--- config.mk ---
export PLATFORM = sky130hd
export DESIGN_NAME = tsp_ctrl
export DESIGN_NICKNAME = d
export VERILOG_FILES = /design/src/hw/rtl/assert_macros.svh /design/src/hw/rtl/tsp_pkg.sv /design/src/hw/rtl/tsp_ctrl.sv
export SDC_FILE = /design/constraint.sdc
export NUM_CORES = 1
export LEC_CHECK = 0
export BUFFER_PORTS_ARGS = -buffer_cell sky130_fd_sc_hd__clkbuf_2
export CAP_MARGIN = 20
export CORE_MARGIN = 1
export CORE_UTILIZATION = 42
export DETAILED_ROUTE_END_ITERATION = 7
export PLACE_DENSITY = 0.79
export SLEW_MARGIN = 20
export SYNTH_ARGS = -nofsm -noshare
export SYNTH_HDL_FRONTEND = slang
export SYNTH_SLANG_ARGS = --single-unit
--- constraint.sdc ---
create_clock -name clk -period 1.77 [get_ports clk]
set_input_delay 0.354 -clock clk [delete_from_list [all_inputs] [get_ports clk]]
set_output_delay 0.354 -clock clk [all_outputs]
set_load 0.01 [all_outputs]
--- src/hw/rtl/assert_macros.svh ---
// Assertion macros used by the top level of the tour move evaluator.
// Depends on nothing; the bodies vanish when SYNTHESIS is defined.
`ifndef ASSERT_MACROS_SVH
`define ASSERT_MACROS_SVH
`ifndef SYNTHESIS
`define ASSERT_IMPL(label, clk, rst_n, prop) \
	label: assert property (@(posedge clk) disable iff (!rst_n) prop) \
		else $error("assertion failed");
`define ASSERT_NEXT(label, clk, rst_n, cond, nxt) \
	label: assert property (@(posedge clk) disable iff (!rst_n) (cond) |=> (nxt)) \
		else $error("assertion failed");
`else
`define ASSERT_IMPL(label, clk, rst_n, prop)
`define ASSERT_NEXT(label, clk, rst_n, cond, nxt)
`endif
`endif

--- src/hw/rtl/tsp_pkg.sv ---
// Package of the tour move evaluator: payload structs, operation codes,
// sizing constants and the command and status types between controller and datapath.
`default_nettype none
package tsp_pkg;
	localparam int unsigned MAX_CITIES = 64;
	localparam int unsigned MAX_SOLUTIONS = 32;
	localparam int unsigned DIST_BITS = 16;

	localparam int unsigned COST_BITS = 22;
	localparam int unsigned TRIAL_BITS = 16;
	localparam logic [COST_BITS-1:0] COST_MAX = '1;
	localparam logic [TRIAL_BITS-1:0] TRIAL_MAX = '1;

	localparam logic [2:0] OP_WR_DIST = 3'd0;
	localparam logic [2:0] OP_WR_CITY = 3'd1;
	localparam logic [2:0] OP_EVAL = 3'd2;
	localparam logic [2:0] OP_SWAP = 3'd3;
	localparam logic [2:0] OP_REV = 3'd4;

	localparam logic [1:0] REG_CITY_COUNT = 2'd0;

	typedef struct packed {
		logic [2:0] operation;
		logic [4:0] solution_index;
		logic [5:0] position_a;
		logic [5:0] position_b;
		logic [5:0] city;
		logic [15:0] distance_value;
	} in_item_t;

	typedef struct packed {
		logic [4:0] result_solution;
		logic [21:0] tour_cost;
		logic accepted;
		logic [15:0] trial_count;
	} out_item_t;

	// Commands from controller to datapath.
	typedef struct packed {
		logic latch;      // capture the input item
		logic wr_dist;    // write the distance entry
		logic wr_city;    // write one tour city
		logic load_rd;    // read the tour entry feeding candidate entry count
		logic load_wr;    // place the read entry into the candidate
		logic cost_clr;   // clear the sum
		logic cost_rd;    // issue the reads of one edge
		logic cost_acc;   // add one distance
		logic commit;     // decide and update cost and counter
		logic copy_wr;    // write one candidate entry back
		logic cnt_clr;    // clear the step counter
		logic cnt_inc;    // step the counter
	} cmd_t;

	typedef struct packed {
		logic [2:0] op;
		logic in_range;   // move positions below city count
		logic last;       // counter at final step
		logic keep;       // move improved the cost
	} status_t;
endpackage
`default_nettype wire

--- src/hw/rtl/tsp_ctrl.sv ---
// Controller state machine of the tour move evaluator.
// Depends on tsp_pkg for the command and status types.
`default_nettype none
module tsp_ctrl (
	input wire logic clk,
	input wire logic arst_n,
	input wire logic in_fire,
	input wire logic out_fire,
	input wire tsp_pkg::status_t sts,
	output tsp_pkg::cmd_t cmd,
	output logic busy,
	output logic out_load
);
	typedef enum logic [8:0] {
		S_IDLE = 9'b000000001,
		S_DEC  = 9'b000000010,
		S_LRD  = 9'b000000100,
		S_LWR  = 9'b000001000,
		S_CRD  = 9'b000010000,
		S_CWT  = 9'b000100000,
		S_CACC = 9'b001000000,
		S_COPY = 9'b010000000,
		S_OUT  = 9'b100000000
	} state_t;
	state_t state_q, state_d;

	always_ff @(posedge clk or negedge arst_n) begin
		if (!arst_n) state_q <= S_IDLE;
		else state_q <= state_d;
	end

	always_comb begin
		state_d = state_q;
		cmd = '0;
		out_load = 1'b0;
		case (state_q)
			S_IDLE: begin
				if (in_fire) begin
					cmd.latch = 1'b1;
					state_d = S_DEC;
				end
			end
			S_DEC: begin
				cmd.cnt_clr = 1'b1;
				cmd.cost_clr = 1'b1;
				case (sts.op)
					tsp_pkg::OP_WR_DIST: begin
						cmd.wr_dist = 1'b1;
						out_load = 1'b1;
						state_d = S_OUT;
					end
					tsp_pkg::OP_WR_CITY: begin
						cmd.wr_city = 1'b1;
						out_load = 1'b1;
						state_d = S_OUT;
					end
					tsp_pkg::OP_EVAL: state_d = S_LRD;
					tsp_pkg::OP_SWAP, tsp_pkg::OP_REV: begin
						if (sts.in_range) state_d = S_LRD;
						else begin
							out_load = 1'b1;
							state_d = S_OUT;
						end
					end
					default: begin
						out_load = 1'b1;
						state_d = S_OUT;
					end
				endcase
			end
			S_LRD: begin
				cmd.load_rd = 1'b1;
				state_d = S_LWR;
			end
			S_LWR: begin
				cmd.load_wr = 1'b1;
				if (sts.last) begin
					cmd.cnt_clr = 1'b1;
					state_d = S_CRD;
				end else begin
					cmd.cnt_inc = 1'b1;
					state_d = S_LRD;
				end
			end
			S_CRD: begin
				cmd.cost_rd = 1'b1;
				state_d = S_CWT;
			end
			S_CWT: state_d = S_CACC;
			S_CACC: begin
				cmd.cost_acc = 1'b1;
				if (sts.last) begin
					cmd.cnt_clr = 1'b1;
					state_d = S_COPY;
				end else begin
					cmd.cnt_inc = 1'b1;
					state_d = S_CRD;
				end
			end
			S_COPY: begin
				// First cycle of this state decides; the sum settled in CACC.
				if (sts.op == tsp_pkg::OP_EVAL || !sts.keep) begin
					cmd.commit = 1'b1;
					out_load = 1'b1;
					state_d = S_OUT;
				end else begin
					cmd.copy_wr = 1'b1;
					if (sts.last) begin
						cmd.commit = 1'b1;
						out_load = 1'b1;
						state_d = S_OUT;
					end else cmd.cnt_inc = 1'b1;
				end
			end
			S_OUT: begin
				if (out_fire) state_d = S_IDLE;
			end
			default: state_d = S_IDLE;
		endcase
	end

	assign busy = (state_q != S_IDLE);
endmodule
`default_nettype wire

==> out/results.ini <==
[die]
start_util_pct=44.7
rows=14
fp.dieW_um=41.8
dieArea_um2=1750
coreArea_um2=1490
die_y_um=41.8
ioPinCount=24

[cells_and_area]
fill_cells=90
largest-register=state_q
drive_gt1_share_pct=63.9
postLayoutCoreUtil_pct=81.7
nNetsFinal=144
synthToLayoutAreaGrowth_pct=82.7
diodes=0
largest_register_ffs=9
top_regs=state_q (9)

[synth]
synth-seq-cells=9
netlist_top_cells_area=dfrtp_1, nor2_1, nor4b_4
yosysMostFrequentCell=nor2_1
synth.distinct_cells=34
synth_ff_type=dfrtp_1
synth-edff-count=0
synth_top_area_cell=dfrtp_1
netlist_area_um2=666
netlist_top_cells_count=nor2_1, dfrtp_1, nand2_1
synth_top_area_share_pct=30.1
yosysSeqAreaShare_pct=34.0
syn_area_per_cell_um2=9.12
ys.warnings.count=0
synthCells=73
synth_fp_nets=83
synthArstFlopShare_pct=100

[timing]
max_freq_ghz=0.425
hold_viol=0
fin_crit_sh_pct=133
fin_worst_skew_ns=0.00278
worst_pin_slew_ns=0.406
max_slew_margin_pct=72.6
setup_violations=16
slew_viol_final=0
finalWorstSetupSlack_ns=-0.585
layout_min_cycle_time_ns=2.35
rsz0062_at_grt=yes

[hold_path]
hold_class=input port to flop

[clocking]
cts_root_buf=clkbuf_4
clk_pin_slew_ns=0.07
clkLatencyLatePin_ns=0.27
cts_max_level=1
cts_made_buffers=3
max-clock-path-buffers=2
cts_sinks=9
cts_tree=done

[worst_setup_path]
required_ns=1.42
crit_path_end_kind=primary output
crit_buf_inv=1
cp_slowest_cell=or4_4
crit_type=flop to primary output
start_kind=flop
arrival_ns=2.00
cpPeakStageDelay_ns=0.57
critPathTopFamily=simple AND/OR/NAND/NOR gates
crit_chain=or4_4 > nor3_4 > nand3_4 > nor4b_4 > buf_2
path_max_fanout=4

[global_routing]
grt_pass1_wl_um=3570
antenna_found_initial=0
grt_max_degree=10
grt_overflow_total=0
track_usage_pct=27.2
first_global_vias=793

[drt]
drt_wl_total_um=2150
firstDrtPassIters=4
ant_nets=0
vias_per_cell=5.53
route.detailed.drc=0
drt-initial-drc-count=24
routedWlPerCell_um=14.4
vias=824

[outcome]
status=complete, but fails checks
violations=setup timing

[pwr]
leakagePower_nw=0.594
power_density_nw_per_um2=1030
ir_worst_vdd_v=0.000802
total_power_mw=1.25

[placed_design]
dp_hpwl_um=1530
place_congestion=0.829
portBuffers=23

[job]
drv_cap=0

==> power by group <==
part	switching [mW]	internal, mW	total (mW)
clock network	0.0853	0.0874	0.173
logic	0.371	0.423	0.795
registers	0.0349	0.245	0.280
total	0.491	0.756	1.25
==> repair_timing <==
item                                    4_1_cts  5_1_grt
hold buffers                                  1        0
buffers inserted                              5        4
pin swaps                                     7        6
gates cloned                                  0        0
endpoints found under the hold margin         8        0
resized for setup                             8       19
endpoints found under the setup margin       15       17
==> area by class of cell <==
type | instances | area (um^2) | share of cell area, %
Tap cell | 16 | 20.0 | 1.65
Sequential cell | 9 | 226 | 18.6
Multi-Input combinational cell | 61 | 538 | 44.2
Timing Repair Buffer | 56 | 394 | 32.4
Inverter | 3 | 11.3 | 0.926
Clock buffer | 4 | 26.3 | 2.16
==> through the flow <==
step | cells | setup TNS (ns) | hold WS, ns | worst slack, ns | area, um^2
after floorplan | 73 | -1.12 | 0.0584 | -0.243 | 724
after global placement | 135 | -1.87 | 0.220 | -0.267 | 1030
after detailed placement | 135 | -2.26 | 0.230 | -0.306 | 1030
after CTS | 145 | -6.11 | 0.343 | -0.607 | 1140
after global routing | 149 | -7.51 | 0.351 | -0.687 | 1220
final | 149 | -5.95 | 0.347 | -0.585 | 1220
==> cell families after synthesis <==
| kind of cell | after synthesis | share of synthesized area (%) |
|---|---|---|
| flip-flops | 9 | 34.0 |
| multiplexers | 1 | 1.69 |
| AO/OA/AOI/OAI | 15 | 16.9 |
| AND/OR/NAND/NOR | 44 | 44.4 |
| buffers and inverters | 3 | 1.69 |
| XOR/XNOR | 1 | 1.32 |
==> cells in the final DEF (no fill, tap or decap), drive strengths merged, types with 2 or more instances in the layout <==
master,count
a211oi,2
a21oi,2
and3,2
buf,40
clkbuf,19
dfrtp,8
inv,3
nand2,5
nand2b,3
nand3,2
nor2,15
nor2b,2
nor3,2
nor4b,5
o21ai,5
or4b,2
==> layer usage <==
metal | track usage [%] | part of all wire (%)
met5 | 0 | 0
met4 | 11.6 | 1.3
met1 | 30.4 | 40
met3 | 3.91 | 4.5
met2 | 50.3 | 54
==> final timing paths <==
| check | from | endpoint | slack [ns] | depth (start not counted) |
|---|---|---|---|---|
| worst max-delay path | state_q[4] | cmd[9] | -0.58 | 5 |
| worst min-delay path | in_fire | state_q[1] | 0.35 | 2 |
| worst max register to register | state_q[4] | state_q[0] | -0.51 | 10 |
| worst min register to register | state_q[4] | state_q[6] | 0.69 | 3 |
| max in group asynchronous | arst_n | state_q[0] | 1.03 | 2 |
| min in group asynchronous | arst_n | state_q[3] | 0.48 | 2 |
No activity file was read; power rests on OpenSTA's default activity.
